### src/design/peval_pkg.sv
`timescale 1ns / 1ps
`default_nettype none

package peval_pkg;

    // field widths
    localparam int unsigned XW    = 16;   // sample, signed Q4.12
    localparam int unsigned CW    = 16;   // coefficient, signed Q8.8
    localparam int unsigned AW    = 32;   // accumulator, signed Q16.16
    localparam int unsigned DW    = 3;    // degree register
    localparam int unsigned PW    = AW + XW;        // full product width
    localparam int unsigned XFRAC = 12;             // fraction bits of x
    localparam int unsigned CSH   = 8;              // Q8.8 to Q16.16 shift
    localparam int unsigned SW    = PW - XFRAC + 1; // shifted product plus carry

    // coefficient count and highest meaningful degree
    localparam int unsigned NUM_COEF   = 7;
    localparam int unsigned MAX_DEGREE = 6;
    localparam int unsigned NUM_STEPS  = MAX_DEGREE;

    // configuration register indexes
    localparam logic [DW-1:0] REG_DEGREE    = 3'd0;
    localparam logic [DW-1:0] REG_COEF_BASE = 3'd1;

    // what one Horner stage does with the item passing through it
    typedef enum logic [1:0] {
        MODE_PASS   = 2'd0,   // coefficient index of the stage lies above the degree, keep accumulator
        MODE_LOAD   = 2'd1,   // coefficient index of the stage equals the degree, seed accumulator
        MODE_HORNER = 2'd2    // coefficient index of the stage lies below the degree, multiply and add
    } t_step_mode;

    // configuration as seen by the datapath
    typedef struct packed {
        logic [DW-1:0]                degree;   // already clamped to MAX_DEGREE
        logic [NUM_COEF-1:0][CW-1:0]  coef;
    } t_cfg;

    // Q8.8 coefficient widened to Q16.16
    function automatic logic signed [AW-1:0] coef_to_acc(input logic [CW-1:0] c);
        logic signed [AW-1:0] w;
        w = AW'(signed'(c));
        return w <<< CSH;
    endfunction

endpackage

`default_nettype wire

### src/design/peval_cfg.sv
`timescale 1ns / 1ps
`default_nettype none

module peval_cfg (
    input  wire logic                        i_clk,
    input  wire logic                        i_rst_n,
    input  wire logic                        i_cfg_valid,
    output logic                             o_cfg_ready,
    input  wire logic [peval_pkg::DW-1:0]    i_cfg_index,
    input  wire logic [peval_pkg::CW-1:0]    i_cfg_data,
    output peval_pkg::t_cfg                  o_cfg
);

    logic [peval_pkg::DW-1:0]                         r_degree;
    logic [peval_pkg::NUM_COEF-1:0][peval_pkg::CW-1:0] r_coef;
    logic [peval_pkg::DW-1:0]                         w_coef_idx;

    assign o_cfg_ready = 1'b1;
    assign w_coef_idx  = i_cfg_index - peval_pkg::REG_COEF_BASE;

    // register writes, every index maps to a register
    always_ff @(posedge i_clk) begin
        if (!i_rst_n) begin
            r_degree <= '0;
            r_coef   <= '0;
        end else if (i_cfg_valid) begin
            if (i_cfg_index == peval_pkg::REG_DEGREE) begin
                r_degree <= i_cfg_data[peval_pkg::DW-1:0];
            end else begin
                r_coef[w_coef_idx] <= i_cfg_data;
            end
        end
    end

    // degree seven has no meaning and acts as the top degree
    always_comb begin
        o_cfg.coef = r_coef;
        if (r_degree > peval_pkg::DW'(peval_pkg::MAX_DEGREE)) begin
            o_cfg.degree = peval_pkg::DW'(peval_pkg::MAX_DEGREE);
        end else begin
            o_cfg.degree = r_degree;
        end
    end

endmodule

`default_nettype wire

### config.mk
export PLATFORM = sky130hd
export DESIGN_NAME = peval_cfg
export DESIGN_NICKNAME = d
export VERILOG_FILES = /design/src/design/peval_pkg.sv /design/src/design/peval_cfg.sv
export SDC_FILE = /design/constraint.sdc
export NUM_CORES = 1
export LEC_CHECK = 0
export BUFFER_PORTS_ARGS = -buffer_cell sky130_fd_sc_hd__buf_2
export CELL_PAD_IN_SITES_DETAIL_PLACEMENT = 1
export CELL_PAD_IN_SITES_GLOBAL_PLACEMENT = 1
export CORE_UTILIZATION = 40
export CTS_BUF_LIST = sky130_fd_sc_hd__clkbuf_4
export DETAILED_ROUTE_END_ITERATION = 8
export PLACE_DENSITY = 0.91
export SYNTH_ARGS = -nofsm -noshare
export SYNTH_HDL_FRONTEND = slang
export SYNTH_SLANG_ARGS = --single-unit
### constraint.sdc
create_clock -name i_clk -period 2.4 [get_ports i_clk]
set_input_delay 0.12 -clock i_clk [delete_from_list [all_inputs] [get_ports i_clk]]
set_output_delay 0.12 -clock i_clk [all_outputs]
set_load 0.03 [all_outputs]
==> results of run 1 <==
-- per-layer routing --
| metal | up-vias | global-route usage [%] |
|---|---|---|
| met5 | - | 0 |
| li1 | 1641 | - |
| met4 | 0 | 6.85 |
| met2 | 79 | 38.8 |
| met1 | 1691 | 25.9 |
| met3 | 10 | 4.26 |
-- power breakdown --
| group | total (mW) | leakage, nW | internal [mW] | switching (mW) |
|---|---|---|---|---|
| registers | 1.98 | 0.930 | 1.95 | 0.0241 |
| clock network | 1.56 | 0.150 | 0.816 | 0.744 |
| logic | 0.369 | 1.71 | 0.110 | 0.259 |
-- cell usage in the layout, fill, tap and decap left out --
cell / count
sky130_fd_sc_hd__clkinvlp_4: 6
sky130_fd_sc_hd__inv_6: 1
sky130_fd_sc_hd__o2111ai_2: 3
sky130_fd_sc_hd__dfxtp_1: 115
sky130_fd_sc_hd__or2b_1: 1
sky130_fd_sc_hd__or3_1: 1
sky130_fd_sc_hd__clkinv_1: 1
sky130_fd_sc_hd__a211oi_4: 3
sky130_fd_sc_hd__nor3b_2: 1
sky130_fd_sc_hd__a21boi_0: 1
sky130_fd_sc_hd__bufinv_16: 4
sky130_fd_sc_hd__ha_1: 2
sky130_fd_sc_hd__nand2_1: 130
sky130_fd_sc_hd__nor2b_1: 4
sky130_fd_sc_hd__nand3b_1: 1
sky130_fd_sc_hd__clkinv_2: 2
sky130_fd_sc_hd__a211o_1: 1
sky130_fd_sc_hd__buf_2: 135
sky130_fd_sc_hd__diode_2: 1
sky130_fd_sc_hd__dlygate4sd3_1: 3
sky130_fd_sc_hd__buf_4: 11
sky130_fd_sc_hd__mux2i_1: 115
sky130_fd_sc_hd__clkbuf_4: 17
sky130_fd_sc_hd__inv_1: 3
sky130_fd_sc_hd__conb_1: 1
-- synthesized netlist by cell type, types with 2 or more instances --
library cell and number:
sky130_fd_sc_hd__nor2b_1 4, sky130_fd_sc_hd__dfxtp_1 115, sky130_fd_sc_hd__buf_4 2, sky130_fd_sc_hd__buf_2 5
sky130_fd_sc_hd__o2111ai_2 3, sky130_fd_sc_hd__clkbuf_8 4, sky130_fd_sc_hd__buf_6 3, sky130_fd_sc_hd__clkbuf_1 10
sky130_fd_sc_hd__a211oi_4 3, sky130_fd_sc_hd__inv_1 3, sky130_fd_sc_hd__buf_8 3, sky130_fd_sc_hd__mux2i_1 115
sky130_fd_sc_hd__ha_1 2, sky130_fd_sc_hd__nand2_1 130
-- kinds of logic (layout without fill, tap and decap cells) --
| group | after synthesis | after routing | share of synthesized area, % |
|---|---|---|---|
| simple gates | 138 | 138 | 12.5 |
| buf+inv | 31 | 183 | 5.28 |
| other cells | 1 | 2 | 0.0856 |
| compound gates | 8 | 8 | 2.77 |
| fa+ha+maj | 2 | 2 | 0.571 |
| flops | 115 | 115 | 52.5 |
| mux | 115 | 115 | 26.3 |
-- worst min-delay path by stage --
stage / start / end / slack [ns] / cells past startpoint
after floorplan: i_cfg_data[0] / r_degree[0] / 0.29 / 2
after global placement: i_cfg_data[1] / r_degree[1] / 0.39 / 3
after detailed placement: i_cfg_data[1] / r_degree[1] / 0.42 / 3
after CTS: i_cfg_data[6] / o_cfg[102] / 0.06 / 3
after global routing: i_cfg_data[14] / o_cfg[62] / 0.08 / 3
final: i_cfg_data[6] / o_cfg[102] / 0.11 / 3
-- layout make-up --
| class | instances | area, um2 |
|---|---|---|
| multi-input cells | 264 | 1850 |
| clock inverters | 14 | 188 |
| well taps | 136 | 170 |
| fillers | 1228 | 5020 |
| flip-flops and latches | 115 | 2300 |
| diodes | 1 | 2.50 |
| repair buffers | 149 | 788 |
| clock buffers | 17 | 128 |
| inverters | 3 | 11.3 |
-- metrics by stage --
stage                     hold WS [ns]  std cells
final                            0.110        699
after floorplan                  0.286        410
after global routing            0.0808        698
after CTS                       0.0602        698
after detailed placement         0.417        664
after global placement           0.390        664
-- state kept, by name, indices dropped and copies added, names as in the netlist --
name      cells
r_degree      3
o_cfg       112
-- tightest hold or removal path: stages --
cell and delay (ns):
sky130_fd_sc_hd__buf_2 0.08, sky130_fd_sc_hd__nand2_1 0.19, sky130_fd_sc_hd__mux2i_1 0.18
==> run metrics, run 1 <==
outcome=finished clean; setup violators final=0; total global-route track usage=21.7%; leakage power=2.79 nW; uppermost layer routed=met4; horizontal extent of the die=107 um; Slowest cell on crit path=sky130_fd_sc_hd__a211o_1; TritonCTS clock tree=done; cts repair resizes=0; total vias in the final route=3,421; clock network latency to the later pin of the worst-skew pair=0.46 ns; die height=107 um; slew at the pin with the worst max-slew slack=roughly 0.84 ns; vias in the first global route=around 3,600; clock-pin transition on the worst setup and hold timing paths=0.12 ns; H-Tree Level Count=4; netlist area before placement=4380 um2; post-synthesis cell type with the largest combined area=sky130_fd_sc_hd__dfxtp_1; Routability Congestion=between 0.7 and 0.8; number of nets still failing antenna checks after routing=0; count of buffer and inverter cells on the critical path=2; final setup slack of the worst path=0.702 ns; cell family with the largest share of critical-path delay=compound AO/OA/AOI/OAI gates; first-pass GRT wire length=18,700 um; Detail Route met3 WL=398 um; ratio of cells with drive above 1 in the final layout=32.6%; DPL Wire Length=8570 um; number of warnings issued by yosys=0; relative slew slack=between 40 and 50%; peak supply drop=between 300 and 400 uV; CTS sink count=~120; unrepaired setup endpoints after global routing=no; crit path cell chain=buf_2 -> inv_1 -> ha_1 -> or3_1 -> a211o_1 -> mux2i_1; final net count=about 570; number of cells produced by synthesis=410; largest net degree at the start of global routing=60; number of slew-limit violations in the final report=0; syn nets=approximately 430; achievable clock frequency=about 0.59 GHz; count of distinct cell types in the synthesized netlist=22; Avg Vias per Cell=between 4 and 5; critical path launch point=i_cfg_index[0]; total power of the final layout=3.91 mW; final instance area=approximately 5400 um2; initial DRC count=92; core area=10,500 um2; sequential-to-total area share from yosys stat=52.5%; full die area=between 10,000 and 15,000 um2; CP peak stage delay=around 0.67 ns; critical path required time=2.73 ns; per-cell routed wire length=17.0 um; utilization of the core after routing=52.0%; area growth from synthesis to layout=24.1%; total stage count of the critical path=6; worst setup path end=o_cfg[59]; total setup buffers inserted after CTS=0; IO Count=138; total length of routed wires=between 10,000 and 15,000 um; reg-to-reg critical path endpoint=r_degree[2]; routed length on met2=6180 um; number of hold buffers added after CTS=3; number of buffers created by CTS=17; count of TritonRoute iterations in the first routing pass=4; average instance area after synthesis=10.7 um2; top fanout value on the critical path=16; initial antenna violation count=0; cell row count=37; Post-synth EDFFs=0; endpoint type of the worst setup path=register; worst clock skew on the final layout=0 ns; worst hold-check path type=in -> reg; total power density per cell area=718 nW/um2; Reg-to-Reg Start=r_degree[2]; fraction of post-synthesis cell area in the top cell type by area=between 50% and 60%; Buffers on Ports=136; DRC errors left=0; number of max-cap violations=0; register bit count reported by yosys=115; clock root buffer=sky130_fd_sc_hd__clkbuf_4; Final Hold Fails=0; clk buf depth=2; leading cell types by total area after synthesis=sky130_fd_sc_hd__dfxtp_1, sky130_fd_sc_hd__mux2i_1, sky130_fd_sc_hd__nand2_1; total congestion overflow=0; starting density of the core=41.9%; worst setup path class=in -> reg; nature of the critical path startpoint=primary input; pre-CTS WS=0.207 ns; setup slack of the worst register-to-register path=1.72 ns; post-layout min period=1.70 ns; Final Cycle Share=a little over two thirds; FFs w/ async S/R, synth=0%; Reg2Reg Depth=2; met1 layer wirelength in the final routing=between 5000 and 6000 um; data arrival time of the critical path=2.02 ns; primary flip-flop cell chosen by synthesis mapping=sky130_fd_sc_hd__dfxtp_1; cell area reported after detailed placement=5090 um2; total negative slack=0 ns
(Power assumes the default switching activity.)
==> run 2: changes to the inputs <==
Settings changed: ABC_AREA from default to 1, CORE_UTILIZATION 40 to 33, PLACE_DENSITY 0.91 to 0.86.
Clock period 2.4 ns to 1.5 ns, I/O delays scaled along.
==> run metrics, run 2 <==
endpoint type of the worst setup path=register (unchanged); leakage power=2.91 nW (was 2.79 nW); achievable clock frequency=approximately 0.73 GHz; number of slew-limit violations in the final report=0 (unchanged); outcome=finished clean (unchanged); most frequent cell after synthesis=sky130_fd_sc_hd__nor2_1 (was sky130_fd_sc_hd__nand2_1); Final Cycle Share=91.6%; total global-route track usage=21.1% (was 21.7%); DPL Wire Length=9560 um (was 8570 um); die height=120 um (was 107 um); FFs w/ async S/R, synth=0% (unchanged); TritonCTS clock tree=done (unchanged); commonest cells after routing, fill and taps aside=sky130_fd_sc_hd__nor2_1, sky130_fd_sc_hd__nand2_1, sky130_fd_sc_hd__buf_2 (was sky130_fd_sc_hd__buf_2, sky130_fd_sc_hd__nand2_1, sky130_fd_sc_hd__mux2i_1, sky130_fd_sc_hd__dfxtp_1, sky130_fd_sc_hd__clkbuf_4); reg-to-reg critical path endpoint=r_degree[1] (was r_degree[2]); hold path startpoint=i_cfg_data[15] (was i_cfg_data[6]); post-layout min period=~1.4 ns; hold-critical path endpoint=o_cfg[31] (was o_cfg[102]); crit path cell chain=dlygate4sd3_1 -> buf_4 -> o21ai_0 -> dlygate4sd3_1 -> a21oi_1 (was buf_2 -> inv_1 -> ha_1 -> or3_1 -> a211o_1 -> mux2i_1); Final Hold Fails=0 (unchanged); post-synthesis cell type with the largest combined area=sky130_fd_sc_hd__dfxtp_1 (unchanged); cell row count=42 (was 37); fraction of post-synthesis cell area in the top cell type by area=50.3% (was 52.5%); netlist area before placement=4580 um2 (was 4380 um2); Post-synth EDFFs=0 (unchanged); number of max-cap violations=0 (unchanged); worst setup path class=in -> reg (unchanged); top fanout value on the critical path=35 (was 16); total congestion overflow=0 (unchanged); core area=13,400 um2 (was 10,500 um2); horizontal extent of the die=120 um (was 107 um); full die area=14,300 um2 (was 11,400 um2); total length of routed wires=14,600 um (was 11,900 um); critical path required time=1.97 ns (was 2.73 ns); total power density per cell area=1090 nW/um2 (was 718 nW/um2); sequential-to-total area share from yosys stat=50.3% (was 52.5%); setup slack of the worst register-to-register path=0.86 ns (was 1.72 ns); Ant. Diodes=0 (was 1); DRC errors left=0 (unchanged); unrepaired setup endpoints after global routing=no (unchanged); minimum hold slack=0.0528 ns (was 0.110 ns); number of warnings issued by yosys=0 (unchanged); largest net degree at the start of global routing=44 (was 60); cell count of the worst hold path=5 (was 3); clock-pin transition on the worst setup and hold timing paths=0.11 ns (was 0.12 ns); average instance area after synthesis=6.97 um2 (was 10.7 um2); Avg Vias per Cell=4.47 (was 4.89); total vias in the final route=4,424 (was 3,421); relative slew slack=63.6% (was 44.2%); setup violators final=0 (unchanged); primary flip-flop cell chosen by synthesis mapping=sky130_fd_sc_hd__dfxtp_1 (unchanged); Buffers on Ports=136 (unchanged); area growth from synthesis to layout=27.7% (was 24.1%); Slowest cell on crit path=sky130_fd_sc_hd__dlygate4sd3_1 (was sky130_fd_sc_hd__a211o_1); number of nets still failing antenna checks after routing=0 (unchanged); peak supply drop=438 uV (was 322 uV); final instance area=5840 um2 (was 5440 um2); cell area reported after detailed placement=5510 um2 (was 5090 um2); first-pass GRT wire length=22,400 um (was 18,700 um); nature of the critical path startpoint=primary input (unchanged); IO Count=138 (unchanged); clk buf depth=2 (unchanged); per-cell routed wire length=14.7 um (was 17.0 um); worst clock skew on the final layout=0 ns (unchanged); most frequent standard cell in the layout excluding fill and tap cells=sky130_fd_sc_hd__nor2_1 (was sky130_fd_sc_hd__buf_2); register bit count reported by yosys=115 (unchanged); Reg-to-Reg Start=r_degree[1] (was r_degree[2]); syn nets=681 (was 434); final net count=825 (was 574); CTS sink count=115 (unchanged); leading cell types by total area after synthesis=sky130_fd_sc_hd__dfxtp_1, sky130_fd_sc_hd__nor2_1, sky130_fd_sc_hd__nand2_1 (was sky130_fd_sc_hd__dfxtp_1, sky130_fd_sc_hd__mux2i_1, sky130_fd_sc_hd__nand2_1); slew at the pin with the worst max-slew slack=0.545 ns (was 0.837 ns); count of buffer and inverter cells on the critical path=3 (was 2); Reg2Reg Depth=2 (unchanged); Routability Congestion=0.736 (was 0.794); data arrival time of the critical path=1.84 ns (was 2.02 ns); CP peak stage delay=0.58 ns (was 0.67 ns); most frequent CP cell=sky130_fd_sc_hd__dlygate4sd3_1; worst hold-check path type=in -> reg (unchanged); vias in the first global route=4,142 (was 3,581); count of distinct cell types in the synthesized netlist=21 (was 22); top cells by count, synth=sky130_fd_sc_hd__nor2_1, sky130_fd_sc_hd__nand2_1, sky130_fd_sc_hd__dfxtp_1 (was sky130_fd_sc_hd__nand2_1, sky130_fd_sc_hd__dfxtp_1, sky130_fd_sc_hd__mux2i_1); initial DRC count=215 (was 92); starting density of the core=34.2% (was 41.9%); H-Tree Level Count=4 (unchanged); count of TritonRoute iterations in the first routing pass=4 (unchanged); number of cells produced by synthesis=657 (was 410); cell family with the largest share of critical-path delay=buffers and inverters (was compound AO/OA/AOI/OAI gates); clock root buffer=sky130_fd_sc_hd__clkbuf_4 (unchanged); initial antenna violation count=0 (unchanged); number of buffers created by CTS=17 (unchanged); flip-flop count of the largest register, all copies and words added=112 (unchanged); clock network latency to the later pin of the worst-skew pair=0.53 ns (was 0.46 ns); ratio of cells with drive above 1 in the final layout=24.7% (was 32.6%)
-- run 2: changes by cell type after synthesis, sizes merged, moves of 4 or more --
| cell | previous run | this run |
|---|---|---|
| a21oi | 0 | 4 |
| buf | 13 | 31 |
| clkbuf | 14 | 6 |
| inv | 3 | 24 |
| mux2i | 115 | 0 |
| nand2 | 130 | 217 |
| nand3 | 0 | 22 |
| nor2 | 0 | 232 |
| nor2b | 4 | 0 |
-- run 2: timing repair --
action	4_1_cts	5_1_grt
buffers inserted	0	0
resized for setup	0	2
hold buffers	9	0
endpoints found under the hold margin	29	0
endpoints found under the setup margin	0	2
-- run 2: tightest hold or removal path: cells and delay by family --
family / cells / cell delay (ns)
buf+inv: 2 / 0.23
simple gates: 3 / 0.22
-- run 2: metal layers --
layer  vias to the layer above  global-route usage [%]  wire length [um]
met3                        13                    5.94               922
li1                       2251                       -                 -
met5                         -                       0                 0
met2                       127                    35.3              6970
met4                         0                    7.27               216
met1                      2033                    25.8              6490
-- run 2: kinds of logic (layout without fill, tap and decap cells) --
group                    Yosys count  count (layout)  synth area share, %
AO/OA/AOI/OAI                      7               7                0.765
adder cells (fa/ha/maj)            2               2                0.547
buffers and inverters             61             218                 6.91
flip-flops                       115             115                 50.3
other                              1               1               0.0819
AND/OR/NAND/NOR                  471             471                 41.4
-- run 2: area by class of cell --
cell class	count	area, um2
Clock inverter	8	61.3
Fill cell	1781	7560
Sequential cell	115	2300
Clock buffer	24	180
Tap cell	176	220
Multi-Input combinational cell	481	1960
Inverter	24	90.1
Timing Repair Buffer	162	1030
-- run 2: worst max-delay path by stage --
stage	end	depth (start not counted)	startpoint	slack [ns]
global placement	o_cfg[41]	10	i_cfg_index[0]	0.05
detailed placement	o_cfg[2]	11	i_cfg_index[0]	-0.08
finish	r_degree[1]	5	i_rst_n	0.13
floorplan	o_cfg[101]	9	i_cfg_index[0]	0.20
global route	r_degree[1]	5	i_rst_n	0.05
CTS	r_degree[1]	7	i_cfg_index[2]	0.12
-- run 2: through the flow --
step / setup WS, ns / std cells / util [%] / power (mW) / TNS (ns)
3_5_place_dp: -0.0757 / 949 / 41.1 / 4.40 / -2.69
6_report: 0.126 / 990 / 43.6 / 6.38 / 0
4_1_cts: 0.117 / 990 / 43.6 / 6.47 / 0
3_3_place_gp: 0.0519 / 949 / 41.1 / 4.37 / 0
2_1_floorplan: 0.197 / 657 / - / 4.04 / 0
5_1_grt: 0.0482 / 990 / 43.6 / 6.73 / 0
-- run 2: power by group --
part / internal [mW] / switching [mW] / total, mW / leakage (nW)
clock: 0.925 / 1.12 / 2.05 / 0.145
sequential: 3.18 / 0.0727 / 3.26 / 0.934
combinational: 0.334 / 0.743 / 1.08 / 1.83
total: 4.44 / 1.94 / 6.38 / 2.91
