**src/design/peval_pkg.sv**
```systemverilog
`timescale 1ns / 1ps
`default_nettype none

package peval_pkg;

    // field widths
    localparam int unsigned XW    = 16;   // sample, signed Q4.12
    localparam int unsigned CW    = 16;   // coefficient, signed Q8.8
    localparam int unsigned AW    = 32;   // accumulator, signed Q16.16
    localparam int unsigned DW    = 3;    // degree register
    localparam int unsigned PW    = AW + XW;        // full product width
    localparam int unsigned XFRAC = 12;             // fraction bits of x
    localparam int unsigned CSH   = 8;              // Q8.8 to Q16.16 shift
    localparam int unsigned SW    = PW - XFRAC + 1; // shifted product plus carry

    // coefficient count and highest meaningful degree
    localparam int unsigned NUM_COEF   = 7;
    localparam int unsigned MAX_DEGREE = 6;
    localparam int unsigned NUM_STEPS  = MAX_DEGREE;

    // configuration register indexes
    localparam logic [DW-1:0] REG_DEGREE    = 3'd0;
    localparam logic [DW-1:0] REG_COEF_BASE = 3'd1;

    // what one Horner stage does with the item passing through it
    typedef enum logic [1:0] {
        MODE_PASS   = 2'd0,   // coefficient index of the stage lies above the degree, keep accumulator
        MODE_LOAD   = 2'd1,   // coefficient index of the stage equals the degree, seed accumulator
        MODE_HORNER = 2'd2    // coefficient index of the stage lies below the degree, multiply and add
    } t_step_mode;

    // configuration as seen by the datapath
    typedef struct packed {
        logic [DW-1:0]                degree;   // already clamped to MAX_DEGREE
        logic [NUM_COEF-1:0][CW-1:0]  coef;
    } t_cfg;

    // Q8.8 coefficient widened to Q16.16
    function automatic logic signed [AW-1:0] coef_to_acc(input logic [CW-1:0] c);
        logic signed [AW-1:0] w;
        w = AW'(signed'(c));
        return w <<< CSH;
    endfunction

endpackage

`default_nettype wire

```
**src/design/peval_step.sv**
```systemverilog
`timescale 1ns / 1ps
`default_nettype none

// one Horner step in two stages: multiply, then shift, add and saturate
module peval_step (
    input  wire logic                               i_clk,
    input  wire logic                               i_rst_n,
    input  wire logic                               i_en,
    input  wire peval_pkg::t_step_mode              i_mode,
    input  wire logic [peval_pkg::CW-1:0]           i_coef,
    input  wire logic                               i_valid,
    input  wire logic signed [peval_pkg::AW-1:0]    i_acc,
    input  wire logic                               i_ovf,
    input  wire logic signed [peval_pkg::XW-1:0]    i_x,
    output logic                                    o_valid,
    output logic signed [peval_pkg::AW-1:0]         o_acc,
    output logic                                    o_ovf,
    output logic signed [peval_pkg::XW-1:0]         o_x
);

    localparam logic signed [peval_pkg::SW-1:0] SAT_MAX =
        peval_pkg::SW'({1'b0, {(peval_pkg::AW-1){1'b1}}});
    localparam logic signed [peval_pkg::SW-1:0] SAT_MIN =
        -peval_pkg::SW'({1'b0, {(peval_pkg::AW-1){1'b1}}}) - 1;

    // multiply stage
    logic                                  r_valid_a;
    logic signed [peval_pkg::PW-1:0]       r_prod;
    logic signed [peval_pkg::AW-1:0]       r_acc_a;
    logic                                  r_ovf_a;
    logic signed [peval_pkg::XW-1:0]       r_x_a;
    peval_pkg::t_step_mode                 r_mode_a;
    logic [peval_pkg::CW-1:0]              r_coef_a;

    // add stage
    logic                                  r_valid_b;
    logic signed [peval_pkg::AW-1:0]       r_acc_b;
    logic                                  r_ovf_b;
    logic signed [peval_pkg::XW-1:0]       r_x_b;

    logic signed [peval_pkg::SW-1:0]       w_sum;
    logic signed [peval_pkg::AW-1:0]       n_acc_b;
    logic                                  n_ovf_b;

    // valid bits
    always_ff @(posedge i_clk) begin
        if (!i_rst_n) begin
            r_valid_a <= 1'b0;
            r_valid_b <= 1'b0;
        end else if (i_en) begin
            r_valid_a <= i_valid;
            r_valid_b <= r_valid_a;
        end
    end

    // product of accumulator and sample
    always_ff @(posedge i_clk) begin
        if (i_en) begin
            r_prod   <= peval_pkg::PW'(i_acc) * peval_pkg::PW'(i_x);
            r_acc_a  <= i_acc;
            r_ovf_a  <= i_ovf;
            r_x_a    <= i_x;
            r_mode_a <= i_mode;
            r_coef_a <= i_coef;
        end
    end

    // floor shift by fraction bits, add widened coef, saturate if Horner
    always_comb begin
        w_sum = peval_pkg::SW'(r_prod >>> peval_pkg::XFRAC)
              + peval_pkg::SW'(peval_pkg::coef_to_acc(r_coef_a));
        case (r_mode_a)
            peval_pkg::MODE_HORNER: begin
                if (w_sum > SAT_MAX) begin
                    n_acc_b = peval_pkg::AW'(SAT_MAX);
                    n_ovf_b = 1'b1;
                end else if (w_sum < SAT_MIN) begin
                    n_acc_b = peval_pkg::AW'(SAT_MIN);
                    n_ovf_b = 1'b1;
                end else begin
                    n_acc_b = peval_pkg::AW'(w_sum);
                    n_ovf_b = r_ovf_a;
                end
            end
            peval_pkg::MODE_LOAD: begin
                n_acc_b = peval_pkg::coef_to_acc(r_coef_a);
                n_ovf_b = 1'b0;
            end
            default: begin
                n_acc_b = r_acc_a;
                n_ovf_b = r_ovf_a;
            end
        endcase
    end

    always_ff @(posedge i_clk) begin
        if (i_en) begin
            r_acc_b <= n_acc_b;
            r_ovf_b <= n_ovf_b;
            r_x_b   <= r_x_a;
        end
    end

    assign o_valid = r_valid_b;
    assign o_acc   = r_acc_b;
    assign o_ovf   = r_ovf_b;
    assign o_x     = r_x_b;

endmodule

`default_nettype wire

```
**config.mk**
```make
export PLATFORM = sky130hd
export DESIGN_NAME = peval_step
export DESIGN_NICKNAME = d
export VERILOG_FILES = /design/src/design/peval_pkg.sv /design/src/design/peval_step.sv
export SDC_FILE = /design/constraint.sdc
export NUM_CORES = 2
export LEC_CHECK = 0
export BUFFER_PORTS_ARGS = -buffer_cell sky130_fd_sc_hd__buf_2
export CAP_MARGIN = 20
export CELL_PAD_IN_SITES_DETAIL_PLACEMENT = 1
export CELL_PAD_IN_SITES_GLOBAL_PLACEMENT = 1
export CORE_UTILIZATION = 47
export CTS_BUF_LIST = sky130_fd_sc_hd__clkbuf_2 sky130_fd_sc_hd__clkbuf_4 sky130_fd_sc_hd__clkbuf_8
export CTS_CLUSTER_DIAMETER = 120
export DETAILED_ROUTE_END_ITERATION = 8
export GPL_ROUTABILITY_DRIVEN = 0
export PLACE_DENSITY = 0.78
export SYNTH_ARGS = -nofsm -noshare
export SYNTH_HDL_FRONTEND = slang
export SYNTH_SLANG_ARGS = --single-unit
export TNS_END_PERCENT = 100
```
**constraint.sdc**
```tcl
create_clock -name i_clk -period 5.8 [get_ports i_clk]
set_input_delay 0.29 -clock i_clk [delete_from_list [all_inputs] [get_ports i_clk]]
set_output_delay 0.29 -clock i_clk [all_outputs]
set_load 0.02 [all_outputs]
```
==> results.md, run 1 <==
- Fin nets: about 3,400
- Gr ovfl total: 0
- CP max stage delay: between 0.6 and 0.7 ns
- Yosys reg bits: 154
- EDFF count, synth: 152
- Slew Limit Fails: 0
- Clock buffer depth: 2
- Worst-path cell chain: buf_6 -> buf_4 -> nand2_1 -> fa_1 -> inv_1 -> fa_1 -> fa_1 -> fa_2 -> fa_1 -> inv_1 -> fa_1 -> inv_2 -> ha_4 -> nand4_1 -> buf_4 -> or2_1 -> o221a_4 -> a211oi_4 -> o31ai_4 -> nor4_2 -> o21ai_1 -> a221oi_2
- Async S/R FF share, synth: 0
- Fin util: 0.5770
- WP data arrival: 6.39 ns
- Worst Setup Start Kind: primary input
- CP Max Fanout: 12
- Unrepaired setup endpoints after global routing: true
- Post-Layout Cell Count: between 3,000 and 4,000
- Critical path class: in2reg
- Start of the worst register-to-register path: r_coef_a[0]
- Diodes inserted: 0
- M2 GR Usage: 0.5309
- Fin crit period: ~6.0 ns
- Final WL: approximately 80,000 microns
- Syn-to-layout area delta: 20.81%
- CTS buffer count: 17
- Met1 Track Usage GR: 0.3636
- Worst hold path type: in2reg
- # DRC: 0
- Num ports: 121
- GRT Overall Usage: 0.3016
- Vias: ~19,000
- Input/output buffers: between 100 and 150
- Post-Synthesis Cells: between 2,000 and 2,500
- Final period util: 1.034
- Placed cell area: around 0.027 sq mm
- Final count of hold timing violations: 0
- Met3 usage: 0.04313
- Skew final: between 0.02 and 0.025 ns
- Starting DRT DRC Count: ~1,100
- Rows: 82
- Failing checks: setup timing
- Pin count of the biggest net entering global routing: 74
- DPL Wire Length: between 50,000 and 60,000 microns
- Global route hottest layer: met2
- Layout cells sized above 1: 0.2122
- Clock root cell: clkbuf_8
- Drt via density: between 5 and 6
- Synthesized area: ~0.024 sq mm
- Vias in the first global route: about 22,000
- Crit path launch: i_acc[16]
- FMAX: roughly 0.17 GHz
- Mapped Nets: 3,094
- Worst setup EP type: register
- Antenna violation net count after detailed routing: 0
- Yosys warning total: 0
- CP most frequent cell: fa_1
- Worst skew pair latency: between 0.5 and 0.6 ns
- Antenna violations before repair: 3
- Hold Path Depth: 2
- Hold path start: i_acc[9]
- Post-synthesis sequential area ratio: 0.1914
- R2R depth: 11
- First-pass GRT wire length: 119,700 microns
- Status: complete, but fails checks
- Synth unique cells: 67
- Max Cap Violations: 0
- Final Setup Violations: 11
- Setup TNS: -0.7859 ns
- Slew @ Worst Pin: 0.8252 ns
- Inst Count DP: ~3,300
- Setup ws final: -0.1988 ns
- Starting density of the core: 0.4776
- Worst path required time: between 6 and 7 ns
- Total core area: approximately 0.05 sq mm
- Die ar.: around 0.052 sq mm
- H-tree levels: 4
- CTS tree: built
- Die Wd: around 230 microns
- Max_slew headroom: 0.4481
- CP max stage cell: fa_1
- Top_reg_cell synth: edfxtp_1
- Avg WL per Cell: approximately 23 microns
- Fin area: between 0.02 and 0.03 sq mm
- Drt first pass iters: 5
- Clock sink total: ~150
- Syn avg cell area: around 10 sq um
- CTS clk-pin slew, worst paths: between 0.1 and 0.15 ns
- Height of the die: between 200 and 250 microns
-- layer usage --
metal,up-vias,wire [microns],share of wire
li1,7884,-,-
met1,9756,29870,0.38
met2,706,40480,0.51
met3,222,4980,0.063
met4,4,3929,0.050
met5,-,27,0.00034
-- area by class of cell --
type                    instances  area [sq um]
inverters                     572          2152
clock inverters                14         178.9
well taps                     672         840.8
clock buffers                  18         241.5
flip-flops and latches        154          4604
repair buffers                413          3566
multi-input cells            1576         17480
fillers                      5499         21310
-- cell usage in the layout (no fill, tap or decap), types with 21 or more instances in the layout --
master	netlist	layout
a21oi_1	53	42
and2_1	207	197
buf_12	0	24
buf_2	1	85
buf_4	0	236
dlygate4sd3_1	0	22
edfxtp_1	152	152
fa_1	486	465
fa_2	0	21
ha_1	141	125
inv_1	572	559
nand2_1	323	315
nor2_1	70	61
o211ai_2	21	21
xnor2_1	40	37
xor2_1	25	24
-- path summary, 6_finish.rpt --
| path | endpoint | slack [ns] |
|---|---|---|
| worst min-delay path | r_acc_a[9] | 0.07 |
| worst min register to register | o_x[13] | 0.43 |
| worst max register to register | o_acc[11] | 1.28 |
| worst max-delay path | r_prod[46] | -0.20 |
-- registers in the layout, summed over array words and instances (netlist names) --
signal,cells
o_ovf,1
o_acc,32
o_valid,1
r_prod,36
r_coef_a,16
r_valid_a,1
r_mode_a,2
o_x,16
r_acc_a,32
r_x_a,16
r_ovf_a,1
-- cell usage after synthesis (6+ instances only) --
| cell type | number | area [sq um] |
|---|---|---|
| o21a_1 | 12 | 90.09 |
| a22oi_1 | 15 | 112.6 |
| xnor2_1 | 40 | 350.3 |
| edfxtp_1 | 152 | 4564 |
| nand2_1 | 323 | 1212 |
| inv_1 | 572 | 2147 |
| o21ai_2 | 9 | 78.83 |
| fa_1 | 486 | 9729 |
| o211ai_1 | 10 | 75.07 |
| nand2b_1 | 10 | 62.56 |
| and2_1 | 207 | 1295 |
| clkbuf_1 | 89 | 334.1 |
| ha_1 | 141 | 1764 |
| o21ai_0 | 25 | 125.1 |
| nor2_1 | 70 | 262.8 |
| nand3_1 | 12 | 60.06 |
| nor3_1 | 7 | 35.03 |
| o211ai_2 | 21 | 262.8 |
| a211oi_1 | 6 | 45.04 |
| xor2_1 | 25 | 219.0 |
| a21o_1 | 19 | 142.6 |
| a21oi_1 | 53 | 265.3 |
| nand4_1 | 8 | 50.05 |
| nor2b_1 | 11 | 68.82 |
-- per-stage QoR --
step | hold slack [ns] | setup WS [ns]
5_1_grt | 0.05311 | -0.3794
2_1_floorplan | 0.3889 | -0.1100
4_1_cts | 0.04156 | -0.02758
3_5_place_dp | 0.4068 | -1.114
3_3_place_gp | 0.4014 | -0.7186
6_report | 0.07200 | -0.1988
-- critical path: cells and delay by family --
kind	cells	cell delay, ns
adder cells (fa/ha/maj)	7	3.49
AO/OA/AOI/OAI	5	1.15
AND/OR/NAND/NOR	4	0.78
buffers and inverters	6	0.67
-- kinds of logic after synthesis --
| logic type | Yosys count | synth area share |
|---|---|---|
| mux | 4 | 0.001716 |
| fa+ha+maj | 627 | 0.4777 |
| compound gates | 211 | 0.06578 |
| flops | 154 | 0.1914 |
| xor+xnor | 67 | 0.02548 |
| buf+inv | 666 | 0.1052 |
| simple gates | 667 | 0.1328 |
-- timing repair --
item | in CTS | in global routing
cloned | 0 | 7
endpoints found under the hold margin | 22 | 0
buffers inserted | 13 | 16
pin swaps | 27 | 69
hold buffers | 22 | 0
resized for setup | 68 | 157
endpoints found under the setup margin | 20 | 27
Power of run 1 is not shown: default switching activity piles up to over one toggle a cycle in this logic, so the estimate is an artifact.
==> run 2: changes to the inputs <==
--- a/config.mk
+++ b/config.mk
@@ -5,7 +5,7 @@
 export SDC_FILE = /design/constraint.sdc
 export NUM_CORES = 2
 export LEC_CHECK = 0
-export BUFFER_PORTS_ARGS = -buffer_cell sky130_fd_sc_hd__buf_2
+export BUFFER_PORTS_ARGS = -buffer_cell sky130_fd_sc_hd__buf_4
 export CAP_MARGIN = 20
 export CELL_PAD_IN_SITES_DETAIL_PLACEMENT = 1
 export CELL_PAD_IN_SITES_GLOBAL_PLACEMENT = 1
@@ -18,4 +18,4 @@
 export SYNTH_ARGS = -nofsm -noshare
 export SYNTH_HDL_FRONTEND = slang
 export SYNTH_SLANG_ARGS = --single-unit
-export TNS_END_PERCENT = 100
+export TNS_END_PERCENT = 20
==> run 2 against run 1 <==
Cell count down 0.47%. Fmax rose by 1.7%. Setup slack improved by 0.10 ns. The run still ends with setup timing left. Global-route usage about the same. Final area shrank 1.1%. Highest routed layer unchanged. Hold slack worse by 0.0037 ns. Non-clock buffer count is 18 lower. First-iteration DRC count shrank 7.2%. Largest cell class unchanged. Routed wire length fell by 3.9%. Sequential share of layout area rose by 0.18 points.
==> results.md, run 2 (synthesized netlist as in run 1, its figures left out) <==
- DPL Wire Length: 60,610 microns (was 59,550 microns)
- Final WL: 76,200 microns (was 79,280 microns)
- Global route hottest layer: met2 (unchanged)
- Fill count: 5,590 (was 5,499)
- Starting DRT DRC Count: 1,066 (was 1,149)
- Unrepaired setup endpoints after global routing: true (unchanged)
- Status: complete, but fails checks (unchanged)
- WP data arrival: 6.21 ns (was 6.39 ns)
- Die Wd: 228.3 microns (unchanged)
- GRT Overall Usage: 0.3015 (was 0.3016)
- Pin count of the biggest net entering global routing: 137 (was 74)
- Drt via density: 5.368 (was 5.432)
- Flip-flop count of the largest register after layout: 36 (unchanged)
- Starting density of the core: 0.4776 (unchanged)
- R2R setup slack: 1.24 ns (was 1.28 ns)
- Avg WL per Cell: 22.39 microns (was 23.19 microns)
- Worst setup EP type: register (unchanged)
- Die ar.: 0.05210 sq mm (unchanged)
- Hold endpoint: o_x[12] (was r_acc_a[9])
- Fin nets: 3,414 (was 3,432)
- Vias: 18,270 (was 18,570)
- Fin crit period: 5.897 ns (was 5.999 ns)
- Critical path class: in2reg (unchanged)
- Met3 usage: 0.05025 (was 0.04313)
- Reg with most FFs: r_prod (unchanged)
- FMAX: 0.1696 GHz (was 0.1667 GHz)
- Final count of hold timing violations: 0 (unchanged)
- Worst hold path type: in2reg (unchanged)
- Input/output buffers: 120 (unchanged)
- Met1 Track Usage GR: 0.3598 (was 0.3636)
- Reg2reg end: o_acc[10] (was o_acc[11])
- Skew final: 0.01994 ns (was 0.02471 ns)
- Clock buffer depth: 2 (unchanged)
- # DRC: 0 (unchanged)
- Clock root cell: clkbuf_8 (unchanged)
- Max Cap Violations: 0 (unchanged)
- Final period util: 1.017 (was 1.034)
- Most common cell after layout, fill and taps aside: inv_1 (unchanged)
- R2R depth: 11 (unchanged)
- CTS tree: built (unchanged)
- Layout cells sized above 1: 0.1960 (was 0.2122)
- First-pass GRT wire length: 119,300 microns (was 119,700 microns)
- Antenna violations before repair: 2 (was 3)
- Final Setup Violations: 8 (was 11)
- Hold Path Depth: 1 (was 2)
- Syn-to-layout area delta: 19.42% (was 20.81%)
- Max_slew headroom: 0.3374 (was 0.4481)
- Worst path required time: 6.11 ns (was 6.20 ns)
- Failing checks: setup timing (unchanged)
- Antenna violation net count after detailed routing: 0 (unchanged)
- Worst Setup Start Kind: primary input (unchanged)
- FF+latch area: 0.004604 sq mm (unchanged)
- Hold path start: i_en (was i_acc[9])
- Vias in the first global route: 21,470 (was 21,810)
- Footprint of the multi-input gates: 0.01736 sq mm (was 0.01748 sq mm)
- Num ports: 121 (unchanged)
- CTS clk-pin slew, worst paths: 0.09 ns (was 0.11 ns)
- CP Max Fanout: 8 (was 12)
- Height of the die: 228.3 microns (unchanged)
- Clock sink total: 154 (unchanged)
- Worst skew pair latency: 0.58 ns (about the same)
- Total core area: 0.05038 sq mm (unchanged)
- Rows: 82 (unchanged)
- Fin util: 0.5704 (was 0.5770)
- Pre-CTS WS: -1.090 ns (was -1.114 ns)
- CTS buffer count: 17 (unchanged)
- Most frequent cells in the layout: inv_1 (563), fa_1 (470), buf_4 (324) (was inv_1 (559), fa_1 (465), nand2_1 (315))
- M2 GR Usage: 0.5412 (was 0.5309)
- Gr ovfl total: 0 (unchanged)
- Slew @ Worst Pin: 0.9939 ns (was 0.8252 ns)
- H-tree levels: 4 (unchanged)
- Start of the worst register-to-register path: r_coef_a[0] (unchanged)
- Slew Limit Fails: 0 (unchanged)
- Setup ws final: -0.09691 ns (was -0.1988 ns)
- Drt first pass iters: 5 (unchanged)
## run 2: cell types whose count changed in the layout (fill, tap and decap cells not counted), sizes merged
cell,delta
diode,+2
inv,+2
buf,-7
clkbuf,-11
clkinv,-1
clkinvlp,-1
## run 2: metrics by stage
stage	TNS, ns	hold WS [ns]	cell area (sq um)	std cells
after floorplan	-0.4327	0.3889	24300	2396
after global placement	-12.81	0.4009	27390	3330
after detailed placement	-21.80	0.4061	27390	3330
after CTS	0	0.01678	28330	3386
after global routing	-2.328	0.04684	28730	3402
final	-0.4046	0.06835	28730	3403
## run 2: area by class of cell
class | instances | share of cell area
repair buffers | 395 | 0.1161
flip-flops and latches | 154 | 0.1602
diodes | 2 | 0.0001742
multi-input cells | 1576 | 0.6042
well taps | 672 | 0.02926
clock buffers | 18 | 0.008404
clock inverters | 14 | 0.006793
inverters | 572 | 0.07481
## run 2: how the worst max path moves through the flow
stage / slack (ns) / cells past startpoint / start / to
6_report: -0.1 / 24 / i_acc[19] / r_prod[42]
5_1_grt: -0.24 / 24 / i_acc[19] / r_prod[42]
4_1_cts: 0.003 / 26 / i_x[15] / r_prod[47]
3_5_place_dp: -1.09 / 22 / i_x[1] / r_prod[46]
3_3_place_gp: -0.70 / 22 / i_x[1] / r_prod[46]
2_1_floorplan: -0.11 / 20 / i_x[14] / r_prod[46]
## run 2: worst max-delay path, stage by stage
cell	delay, ns
buf_4	0.18
buf_4	0.17
nand2_1	0.08
fa_1	0.57
inv_1	0.07
fa_1	0.49
fa_1	0.60
fa_1	0.45
fa_1	0.51
inv_1	0.05
fa_1	0.47
inv_1	0.04
ha_1	0.28
buf_4	0.17
nand2_1	0.07
o211ai_1	0.16
a31oi_4	0.24
o221a_4	0.27
a211oi_4	0.07
buf_6	0.14
o31ai_4	0.35
a21oi_2	0.11
o22a_1	0.19
xor2_1	0.16
## run 2: routing by layer
metal,up-vias,routed length [microns]
li1,7858,-
met4,2,2889
met3,173,4522
met2,630,39490
met1,9606,29290
met5,-,13
## run 2: repair_timing
| item | CTS | global route |
|---|---|---|
| endpoints found under the setup margin | 20 | 20 |
| hold buffers | 21 | 1 |
| gates cloned | 0 | 0 |
| hold endpoints to repair | 21 | 1 |
| pin swaps | 17 | 44 |
| buffers inserted | 3 | 14 |
| gates resized for setup | 63 | 74 |
Power of run 2 is left out for the same reason.
